--- src/atcp_pkg.sv ---
// Package for the ANSI text console parser: types, codes, constants, palette.
// No dependencies.
package atcp_pkg;

   localparam int MaxParamsDefault  = 8;
   localparam int MaxColumnsDefault = 512;
   localparam int RowLimit          = 256;
   localparam int ValueCap          = 9999;

   localparam logic [9:0] ColumnsReset = 10'd80;
   localparam logic [8:0] RowsReset    = 9'd25;

   localparam logic [7:0]  CharEsc   = 8'h1B;
   localparam logic [23:0] ForeReset = 24'hC0C0C0;
   localparam logic [23:0] ForeSgr0  = 24'hEEEEEE;

   typedef enum logic [1:0] {
      OP_WRITE  = 2'd0,
      OP_ERASE  = 2'd1,
      OP_SCROLL = 2'd2,
      OP_CLEAR  = 2'd3
   } op_type;

   typedef enum logic [1:0] {
      PM_NORMAL = 2'd0,
      PM_ESC    = 2'd1,
      PM_CSI    = 2'd2,
      PM_DEC    = 2'd3
   } mode_type;

   typedef enum logic [2:0] {
      ST_IDLE,
      ST_SGR,
      ST_OUT1,
      ST_OUT2
   } state_type;

   localparam logic CSR_COLUMNS = 1'b0;
   localparam logic CSR_ROWS    = 1'b1;

   function automatic logic [23:0] palette(input logic [2:0] idx);
      case (idx)
         3'd0: palette = 24'h000000;
         3'd1: palette = 24'hAA0000;
         3'd2: palette = 24'h00AA00;
         3'd3: palette = 24'hAA5500;
         3'd4: palette = 24'h0000AA;
         3'd5: palette = 24'hAA00AA;
         3'd6: palette = 24'h00AAAA;
         default: palette = 24'hAAAAAA;
      endcase
   endfunction

endpackage

--- src/atcp_sgr_unit.sv ---
// SGR colour unit: applies one select-graphic-rendition value per cycle.
// Depends on atcp_pkg.
module atcp_sgr_unit (
   input  logic [13:0] value,
   input  logic [23:0] fore_cur,
   input  logic [23:0] back_cur,
   output logic [23:0] fore_next,
   output logic [23:0] back_next
);
   logic [13:0] off;
   always_comb begin
      fore_next = fore_cur;
      back_next = back_cur;
      off = 14'd0;
      if (value == 14'd0) begin
         fore_next = atcp_pkg::ForeSgr0;
         back_next = 24'd0;
      end else if (value >= 14'd30 && value <= 14'd37) begin
         off = value - 14'd30;
         fore_next = atcp_pkg::palette(off[2:0]);
      end else if (value >= 14'd40 && value <= 14'd47) begin
         off = value - 14'd40;
         back_next = atcp_pkg::palette(off[2:0]);
      end
   end
endmodule

--- src/ansi_text_console_parser_core.sv ---
// ANSI text console parser core: byte in, cell operations out.
// A byte with no result leaves the core in idle; each result adds one output state
// (ST_OUT1 for one result, then ST_OUT2 for a write plus wrap scroll) plus receiver stalls.
// An SGR final adds ST_SGR, one parameter per cycle in the SGR unit (up to MAX_PARAMS).
// One transaction in flight; req_ready and csr_ready stay low until its results are taken.
// Reset (synchronous, active high) returns mode, cursor, colours, geometry.
module ansi_text_console_parser_core #(
   parameter int MAX_PARAMS  = atcp_pkg::MaxParamsDefault
) (
   input  logic        clock,
   input  logic        reset,
   input  logic        req_valid,
   output logic        req_ready,
   input  logic [7:0]  req_char_in,
   output logic        rsp_valid,
   input  logic        rsp_ready,
   output logic [1:0]  rsp_op,
   output logic [8:0]  rsp_cell_col,
   output logic [7:0]  rsp_cell_row,
   output logic [9:0]  rsp_span_end,
   output logic [7:0]  rsp_glyph_code,
   output logic [23:0] rsp_fore_rgb,
   output logic [23:0] rsp_back_rgb,
   output logic        rsp_last_op,
   input  logic        csr_valid,
   output logic        csr_ready,
   input  logic        csr_index,
   input  logic [9:0]  csr_data
);
   // Column and row fields are fixed at 9 and 8 bits, so the column limit is fixed too.
   localparam int MAX_COLUMNS = atcp_pkg::MaxColumnsDefault;
   localparam int PW = $clog2(MAX_PARAMS + 1);
   localparam int IW = $clog2(MAX_PARAMS);
   localparam logic [PW-1:0] PMAX = PW'(MAX_PARAMS);

   // Geometry registers and effective (clamped) values.
   logic [9:0] columns_ff;
   logic [8:0] rows_ff;
   logic [10:0] cols_eff;
   logic [8:0] rows_eff;
   always_comb begin
      cols_eff = {1'b0, columns_ff};
      if (columns_ff == 10'd0) cols_eff = 11'd1;
      if ({1'b0, columns_ff} > 11'(MAX_COLUMNS)) cols_eff = 11'(MAX_COLUMNS);
      rows_eff = rows_ff;
      if (rows_ff == 9'd0) rows_eff = 9'd1;
      if (rows_ff > 9'(atcp_pkg::RowLimit)) rows_eff = 9'(atcp_pkg::RowLimit);
   end

   atcp_pkg::state_type state_ff, state_in;
   atcp_pkg::mode_type  mode_ff, mode_in;
   logic [13:0] val_ff [MAX_PARAMS];
   logic [13:0] val_in [MAX_PARAMS];
   logic [MAX_PARAMS-1:0] pres_ff, pres_in;
   logic [PW-1:0] cnt_ff, cnt_in;
   logic [PW-1:0] idx_ff, idx_in;
   logic [8:0] col_ff, col_in;
   logic [7:0] row_ff, row_in;
   logic [23:0] fore_ff, fore_in, back_ff, back_in;

   // Queued result payloads (two slots).
   logic [1:0] op0_ff, op0_in, op1_ff, op1_in;
   logic [8:0] c0_ff, c0_in;
   logic [7:0] r0_ff, r0_in, g0_ff, g0_in;
   logic [9:0] e0_ff, e0_in;
   logic two_ff, two_in;

   // Clamped cursor as seen at the start of a byte.
   logic [9:0] ccol;
   logic [8:0] crow;
   always_comb begin
      ccol = {1'b0, col_ff};
      if ({1'b0, ccol} >= cols_eff) ccol = 10'(cols_eff - 11'd1);
      crow = {1'b0, row_ff};
      if (crow >= rows_eff) crow = rows_eff - 9'd1;
   end

   // SGR shared unit
   logic [13:0] sgr_val;
   logic [23:0] sgr_fore, sgr_back;
   logic [IW-1:0] sidx;
   assign sidx = idx_ff[IW-1:0];
   assign sgr_val = pres_ff[sidx] ? val_ff[sidx] : 14'd0;
   atcp_sgr_unit u_sgr (
      .value(sgr_val), .fore_cur(fore_ff), .back_cur(back_ff),
      .fore_next(sgr_fore), .back_next(sgr_back)
   );

   // A pending byte takes priority over a configuration write in idle.
   assign req_ready = (state_ff == atcp_pkg::ST_IDLE);
   assign csr_ready = (state_ff == atcp_pkg::ST_IDLE) && !req_valid;
   wire take = req_valid && req_ready;

   // Configuration write; the cursor is clamped into the new geometry.
   logic [9:0] columns_in;
   logic [8:0] rows_in;
   logic [10:0] cols_new;
   logic [8:0] rows_new;
   logic csr_take;
   assign csr_take = csr_valid && csr_ready;
   always_comb begin
      columns_in = columns_ff;
      rows_in = rows_ff;
      if (csr_take) begin
         if (csr_index == atcp_pkg::CSR_COLUMNS) columns_in = csr_data;
         else rows_in = csr_data[8:0];
      end
      cols_new = {1'b0, columns_in};
      if (columns_in == 10'd0) cols_new = 11'd1;
      if ({1'b0, columns_in} > 11'(MAX_COLUMNS)) cols_new = 11'(MAX_COLUMNS);
      rows_new = rows_in;
      if (rows_in == 9'd0) rows_new = 9'd1;
      if (rows_in > 9'(atcp_pkg::RowLimit)) rows_new = 9'(atcp_pkg::RowLimit);
   end

   // Datapath and next-state logic for byte processing.
   logic [IW-1:0] ci;
   logic [17:0] digit_v;
   logic [PW-1:0] fc;
   logic [13:0] p1, p2, kp;
   logic [14:0] sum;
   logic [7:0] ch;
   always_comb begin
      mode_in = mode_ff;
      for (int i = 0; i < MAX_PARAMS; i++) val_in[i] = val_ff[i];
      pres_in = pres_ff;
      cnt_in = cnt_ff;
      idx_in = idx_ff;
      col_in = col_ff;
      row_in = row_ff;
      fore_in = fore_ff;
      back_in = back_ff;
      op0_in = op0_ff; op1_in = op1_ff;
      c0_in = c0_ff; r0_in = r0_ff; g0_in = g0_ff; e0_in = e0_ff;
      two_in = two_ff;
      state_in = state_ff;
      ch = req_char_in;
      ci = cnt_ff[IW-1:0];
      digit_v = 18'd0;
      fc = cnt_ff;
      p1 = 14'd1; p2 = 14'd1; kp = 14'd0; sum = 15'd0;
      unique case (state_ff)
         atcp_pkg::ST_IDLE: begin
            if (csr_take) begin
               if ({2'b0, col_ff} >= cols_new) col_in = 9'(cols_new - 11'd1);
               if ({1'b0, row_ff} >= rows_new) row_in = 8'(rows_new - 9'd1);
            end
            if (take) begin
               col_in = ccol[8:0];
               row_in = crow[7:0];
               two_in = 1'b0;
               unique case (mode_ff)
                  atcp_pkg::PM_ESC: begin
                     if (ch == "[") begin
                        mode_in = atcp_pkg::PM_CSI;
                        cnt_in = '0;
                        pres_in = '0;
                     end else mode_in = atcp_pkg::PM_NORMAL;
                  end
                  atcp_pkg::PM_DEC: begin
                     if ((ch >= "A" && ch <= "Z") || (ch >= "a" && ch <= "z"))
                        mode_in = atcp_pkg::PM_NORMAL;
                  end
                  atcp_pkg::PM_CSI: begin
                     if (ch == "?") mode_in = atcp_pkg::PM_DEC;
                     else if (ch >= "0" && ch <= "9") begin
                        if (cnt_ff < PMAX) begin
                           digit_v = (pres_ff[ci] ? 18'(val_ff[ci]) : 18'd0) * 18'd10
                                     + 18'(ch - "0");
                           if (digit_v > 18'(atcp_pkg::ValueCap))
                              digit_v = 18'(atcp_pkg::ValueCap);
                           val_in[ci] = digit_v[13:0];
                           pres_in[ci] = 1'b1;
                        end
                     end else if (ch == ";") begin
                        if (cnt_ff < PMAX) begin
                           cnt_in = cnt_ff + 1'b1;
                           if (cnt_ff + 1'b1 < PMAX)
                              pres_in[IW'(cnt_ff + 1'b1)] = 1'b0;
                        end
                     end else begin
                        mode_in = atcp_pkg::PM_NORMAL;
                        if (cnt_ff < PMAX && pres_ff[ci]) fc = cnt_ff + 1'b1;
                        cnt_in = fc;
                        if (fc > 0 && pres_ff[0]) p1 = val_ff[0];
                        if (fc > 1 && pres_ff[1]) p2 = val_ff[1];
                        if (fc > 0 && pres_ff[0]) kp = val_ff[0];
                        case (ch)
                           "H", "f": begin
                              sum = (p1 > 0) ? 15'(p1 - 14'd1) : 15'd0;
                              row_in = (sum >= 15'(rows_eff)) ? 8'(rows_eff - 9'd1)
                                                              : sum[7:0];
                              sum = (p2 > 0) ? 15'(p2 - 14'd1) : 15'd0;
                              col_in = (sum >= 15'(cols_eff)) ? 9'(cols_eff - 11'd1)
                                                              : sum[8:0];
                           end
                           "A": row_in = (15'(crow) >= 15'(p1)) ? 8'(15'(crow) - 15'(p1))
                                                                 : 8'd0;
                           "B": begin
                              sum = 15'(crow) + 15'(p1);
                              row_in = (sum >= 15'(rows_eff)) ? 8'(rows_eff - 9'd1)
                                                              : sum[7:0];
                           end
                           "C": begin
                              sum = 15'(ccol) + 15'(p1);
                              col_in = (sum >= 15'(cols_eff)) ? 9'(cols_eff - 11'd1)
                                                              : sum[8:0];
                           end
                           "D": col_in = (15'(ccol) >= 15'(p1)) ? 9'(15'(ccol) - 15'(p1))
                                                                 : 9'd0;
                           "J": if (p1 == 14'd2) begin
                              col_in = 9'd0; row_in = 8'd0; cnt_in = '0;
                              op0_in = atcp_pkg::OP_CLEAR;
                              c0_in = 9'd0; r0_in = 8'd0; e0_in = 10'd0; g0_in = 8'h20;
                              state_in = atcp_pkg::ST_OUT1;
                           end
                           "K": begin
                              op0_in = atcp_pkg::OP_ERASE; r0_in = crow[7:0];
                              g0_in = 8'h20;
                              if (kp == 14'd0) begin
                                 c0_in = ccol[8:0]; e0_in = cols_eff[9:0];
                                 state_in = atcp_pkg::ST_OUT1;
                              end else if (kp == 14'd1) begin
                                 c0_in = 9'd0; e0_in = ccol + 10'd1;
                                 state_in = atcp_pkg::ST_OUT1;
                              end else if (kp == 14'd2) begin
                                 c0_in = 9'd0; e0_in = cols_eff[9:0];
                                 state_in = atcp_pkg::ST_OUT1;
                              end
                           end
                           "m": begin
                              if (fc == 0) begin
                                 fore_in = atcp_pkg::ForeSgr0; back_in = 24'd0;
                              end else begin
                                 idx_in = '0;
                                 state_in = atcp_pkg::ST_SGR;
                              end
                           end
                           default: ;
                        endcase
                     end
                  end
                  default: begin
                     if (ch == atcp_pkg::CharEsc) mode_in = atcp_pkg::PM_ESC;
                     else if (ch == 8'h0D) col_in = 9'd0;
                     else if (ch == 8'h0A) begin
                        col_in = 9'd0;
                        if (crow + 9'd1 >= rows_eff) begin
                           row_in = 8'(rows_eff - 9'd1);
                           op0_in = atcp_pkg::OP_SCROLL;
                           c0_in = 9'd0; r0_in = 8'd0; e0_in = 10'd0; g0_in = 8'h20;
                           state_in = atcp_pkg::ST_OUT1;
                        end else row_in = 8'(crow + 9'd1);
                     end else if (ch == 8'h08) begin
                        c0_in = (ccol != 10'd0) ? 9'(ccol - 10'd1) : 9'd0;
                        col_in = c0_in;
                        op0_in = atcp_pkg::OP_WRITE; r0_in = crow[7:0];
                        e0_in = 10'd0; g0_in = 8'h20;
                        state_in = atcp_pkg::ST_OUT1;
                     end else begin
                        op0_in = atcp_pkg::OP_WRITE;
                        c0_in = ccol[8:0]; r0_in = crow[7:0]; e0_in = 10'd0; g0_in = ch;
                        state_in = atcp_pkg::ST_OUT1;
                        if ({1'b0, ccol + 10'd1} >= cols_eff) begin
                           col_in = 9'd0;
                           if (crow + 9'd1 < rows_eff) row_in = 8'(crow + 9'd1);
                           else begin
                              two_in = 1'b1; op1_in = atcp_pkg::OP_SCROLL;
                           end
                        end else col_in = 9'(ccol + 10'd1);
                     end
                  end
               endcase
            end
         end
         atcp_pkg::ST_SGR: begin
            fore_in = sgr_fore;
            back_in = sgr_back;
            idx_in = idx_ff + 1'b1;
            if (idx_ff + 1'b1 >= cnt_ff || idx_ff + 1'b1 >= PMAX)
               state_in = atcp_pkg::ST_IDLE;
         end
         atcp_pkg::ST_OUT1: begin
            if (rsp_ready) state_in = two_ff ? atcp_pkg::ST_OUT2 : atcp_pkg::ST_IDLE;
         end
         atcp_pkg::ST_OUT2: begin
            if (rsp_ready) state_in = atcp_pkg::ST_IDLE;
         end
         default: state_in = atcp_pkg::ST_IDLE;
      endcase
   end

   // Output decode
   always_comb begin
      rsp_valid = 1'b0;
      rsp_op = op0_ff; rsp_cell_col = c0_ff; rsp_cell_row = r0_ff;
      rsp_span_end = e0_ff; rsp_glyph_code = g0_ff; rsp_last_op = 1'b1;
      unique case (state_ff)
         atcp_pkg::ST_OUT1: begin
            rsp_valid = 1'b1; rsp_last_op = !two_ff;
         end
         atcp_pkg::ST_OUT2: begin
            rsp_valid = 1'b1; rsp_op = op1_ff; rsp_cell_col = 9'd0;
            rsp_cell_row = 8'd0; rsp_span_end = 10'd0; rsp_glyph_code = 8'h20;
         end
         default: ;
      endcase
      rsp_fore_rgb = fore_ff;
      rsp_back_rgb = back_ff;
   end

   always_ff @(posedge clock) begin
      if (reset) begin
         state_ff <= atcp_pkg::ST_IDLE;
         mode_ff <= atcp_pkg::PM_NORMAL;
         pres_ff <= '0;
         cnt_ff <= '0;
         idx_ff <= '0;
         col_ff <= 9'd0;
         row_ff <= 8'd0;
         fore_ff <= atcp_pkg::ForeReset;
         back_ff <= 24'd0;
         columns_ff <= atcp_pkg::ColumnsReset;
         rows_ff <= atcp_pkg::RowsReset;
         two_ff <= 1'b0;
      end else begin
         state_ff <= state_in;
         mode_ff <= mode_in;
         pres_ff <= pres_in;
         cnt_ff <= cnt_in;
         idx_ff <= idx_in;
         col_ff <= col_in;
         row_ff <= row_in;
         fore_ff <= fore_in;
         back_ff <= back_in;
         columns_ff <= columns_in;
         rows_ff <= rows_in;
         two_ff <= two_in;
      end
   end

   always_ff @(posedge clock) begin
      for (int i = 0; i < MAX_PARAMS; i++) val_ff[i] <= val_in[i];
      op0_ff <= op0_in; op1_ff <= op1_in;
      c0_ff <= c0_in; r0_ff <= r0_in; g0_ff <= g0_in; e0_ff <= e0_in;
   end
endmodule

--- config.mk ---
export PLATFORM = sky130hd
export DESIGN_NAME = ansi_text_console_parser_core
export DESIGN_NICKNAME = d
export VERILOG_FILES = /design/src/atcp_pkg.sv /design/src/atcp_sgr_unit.sv /design/src/ansi_text_console_parser_core.sv
export SDC_FILE = /design/constraint.sdc
export NUM_CORES = 1
export LEC_CHECK = 0
export BUFFER_PORTS_ARGS = -buffer_cell sky130_fd_sc_hd__buf_2
export CORE_UTILIZATION = 40
export CTS_CLUSTER_SIZE = 20
export DETAILED_ROUTE_END_ITERATION = 10
export PLACE_DENSITY_LB_ADDON = 0.05
export SLEW_MARGIN = 20
export SYNTH_ARGS = -nofsm -noshare
export SYNTH_HDL_FRONTEND = slang
export SYNTH_SLANG_ARGS = --single-unit
--- constraint.sdc ---
create_clock -name clock -period 17.95 [get_ports clock]
set_clock_uncertainty 0.15 [all_clocks]
set_input_delay 1.795 -clock clock [delete_from_list [all_inputs] [get_ports clock]]
set_output_delay 1.795 -clock clock [all_outputs]
set_load 0.02 [all_outputs]
==> impl_metrics.toml <==
[hold_path]
min_path_cells = 2
hold_path_class = "reg -> reg"

[power_and_ir_drop]
ir_worst_vdd_mv = 0.08425
p_sw_share_pct = 43.36
p_seq_share_pct = 25.3
p_int_mw = 1.453
power_leakage_nw = 8.835
netSwitchingPower_mw = 1.113
powerDensity_nw_per_um2 = 112.3
combPwrFrac_pct = 49.7
p_clk_share_pct = 25.0

[cells_and_area]
final_cells = 3102
drive_gt1_share_pct = 12.30
areaGrowthSynthToFinish_pct = 9.843
diodes = 0
nets = 2622

[placed_design]
placedCellCount = 3049
routabilityCongestion = 1.033
pre_cts_slack_ps = 10260
dp_hpwl_um = 62060
portBuffers = 100

[setup_path]
critPathMaxStageDelay_ps = 890
end_kind = "register"
cp_max_fo = 22
path_class = "reg -> reg"
path_depth = 23
critical_path_required_ps = 18330
crit_path_top_delay_cell = "o32ai_2"
cp_num_buf_inv = 2
path_cells = "or3_1 -> o32ai_2 -> ha_1 -> nand2b_1 -> a21oi_1 -> o31ai_1 -> a21o_1 -> a21oi_1 -> inv_1 -> ha_1 -> o311ai_0 -> nor4b_1 -> mux2i_1 -> xnor2_1 -> ha_1 -> a2111oi_0 -> inv_1 -> o21a_1 -> nor3_1 -> o21ai_0 -> o211ai_1 -> o221ai_1 -> a21oi_1"
cp_top_family = "compound AO/OA/AOI/OAI gates"
start_kind = "register"
crit_arrival_ps = 8330
r2r_cells = 23

[route]
wl_met2_um = 38290
drt-total-wl_um = 79450
dr.max_layer_used = "met4"
drt-vias-per-instance = 6.211
ant_nets = 0
wire_per_inst_um = 25.61
first_iter_violations = 1500
first_pass_iters = 6
drc = 0
routedLengthMet1_um = 33090
vias = 19270
met3_length_um = 4585

[synth]
ys_top_cells_by_count = "nor2_1 (205), ha_1 (192), nand2_1 (168), a21oi_1 (150), edfxtp_1 (149)"
synth_top_cell_area_share_pct = 21.50
syn_inst = 2370
synth_area_per_cell_um2 = 8.781
synth-edff-count = 149
synth_warnings = 0
yosys.area.top_type = "edfxtp_1"
yosys-top-cells-area = "edfxtp_1 (22%), ha_1 (12%), dfxtp_1 (7.5%), mux4_2 (4.5%), nor2_1 (3.7%)"
synth_cell_types = 101
synth_most_common_cell = "nor2_1"
synthFlopType = "edfxtp_1"
ys_seq_area_share_pct = 29.00
ys_ff_latch = 227
async_flop_share_pct = 0
syn-cell-area_um2 = 20810

[grt]
grt_max_degree = 38
antenna_found_initial = 0
overflow = 0
grt_pass1_wl_um = 119300
grt.total_usage_pct = 29.48
grt_pass1_vias = 18860

[job]
cap_violations = 0

[die]
io_pins = 113
die-area_um2 = 52940
die_h_um = 230.1
die-width_um = 230.1
core_um2 = 51410
rows = 83
start_util_pct = 40.48

[clocking]
clockBufferDepth = 3
root_buffer = "clkbuf_16"
insertion_delay_ps = 600
cts_max_level = 1
ctsHoldBuffers = 0
cts_buffers = 28
cts_resized = 0
clk_pin_slew_ps = 60
cts_tree = "yes"
post-cts-setup-buffer-count = 0
clock-sinks = 227

[timing]
layout_setup_ws_ps = 9997
min_period_ps = 7953
setup_viol = 0
max_slew_margin_pct = 26.79
hold_viol = 0
worst_slew_pin_slew_ps = 1094
report.final.slew_viol_count = 0
fin_setup_tns_ps = 0
rsz0062_at_grt = "no"
final.period_utilization_pct = 44.30
fmax_mhz = 125.7

[outcome]
outcome = "finished, final reports clean"
routing by layer:
layer  GRT usage, %  up-vias
met5              0        -
met4          12.21        0
met3          4.167      171
met2          50.62      731
met1          36.87     9426
li1               -     8937
cells by family after synthesis:
group	synth area share, %
adders and majority gates	12.12
AOI/OAI and AO/OA	20.79
DFF	29.00
and+or+nand+nor	20.07
buffers and inverters	5.459
xor gates and xnor gates	3.872
muxes	8.670
other	0.01802
flip-flops by register name, summed over array words and instances, names as in the netlist, named ones only:
register	flops
e0_ff	10
r0_ff	8
state_ff	2
g0_ff	8
idx_ff	4
col_ff	9
pres_ff	8
val_ff	112
row_ff	8
rows_ff	9
mode_ff	2
two_ff	1
op0_ff	2
columns_ff	10
rsp_back_rgb	4
c0_ff	9
cnt_ff	4
rsp_fore_rgb	11
placed cells by master (no fill, tap or decap), types with 20 or more instances in the layout:
cell / count
and2_1: 56
nand4_1: 20
nand2_1: 167
a21oi_1: 150
nand3_1: 64
edfxtp_1: 149
or3_1: 28
nor2_1: 200
buf_2: 101
mux2i_1: 61
mux2_2: 21
a21o_1: 39
nor2b_1: 27
buf_4: 34
mux4_2: 42
dfxtp_1: 77
xor2_1: 25
inv_1: 111
o211ai_1: 34
nand2b_1: 44
xnor2_1: 67
a211oi_1: 44
and3_1: 22
clkbuf_16: 28
nor3_1: 84
o21ai_0: 101
o21a_1: 20
ha_1: 192
nor4_1: 29
a31oi_1: 31
power groups by stage:
stage | Clock, mW | Combinational (mW) | Sequential, mW
floorplan | 0 | 0.873 | 0.638
global placement | 0 | 1.24 | 0.658
detailed placement | 0 | 1.24 | 0.658
CTS | 0.656 | 1.25 | 0.647
global route | 0.672 | 1.38 | 0.651
finish | 0.641 | 1.28 | 0.649
layout make-up:
cell class | instances | area (um2)
fillers | 5140 | 28550
multi-input cells | 1895 | 13740
flip-flops and latches | 227 | 6037
well taps | 680 | 850.8
repair buffers | 135 | 760.7
clock buffers | 28 | 700.7
inverters | 113 | 424.2
clock inverters | 24 | 340.3
worst paths after layout:
| kind | from | end | slack (ps) |
|---|---|---|---|
| setup / recovery | columns_ff[3]$_SDFF_PP0_ | col_ff[5]$_SDFFE_PP0P_ | 10000 |
| setup reg to reg | columns_ff[3]$_SDFF_PP0_ | col_ff[5]$_SDFFE_PP0P_ | 10000 |
| hold reg to reg | rsp_fore_rgb[22]$_SDFFE_PP1P_ | rsp_fore_rgb[22]$_SDFFE_PP1P_ | 310 |
| hold / removal | rsp_fore_rgb[22]$_SDFFE_PP1P_ | rsp_fore_rgb[22]$_SDFFE_PP1P_ | 310 |
per-stage QoR:
| step | power, mW | cell area (um2) | utilization (%) | hold WS [ps] |
|---|---|---|---|---|
| 2_1_floorplan | 1.511 | 20860 | - | 282.2 |
| 3_3_place_gp | 1.900 | 21810 | 42.42 | 296.0 |
| 3_5_place_dp | 1.902 | 21810 | 42.43 | 306.1 |
| 4_1_cts | 2.555 | 22850 | 44.46 | 317.2 |
| 5_1_grt | 2.703 | 22860 | 44.47 | 341.2 |
| 6_report | 2.566 | 22860 | 44.47 | 309.7 |
worst register-to-register path, delay by kind of cell (launching register included):
kind	cells	cell delay [ps]
AO/OA/AOI/OAI	12	3950
XOR/XNOR	1	400
adder cells (fa/ha/maj)	3	910
buffers and inverters	2	370
flip-flops	1	430
multiplexers	1	170
AND/OR/NAND/NOR	4	1520
(Power assumes the default switching activity.)
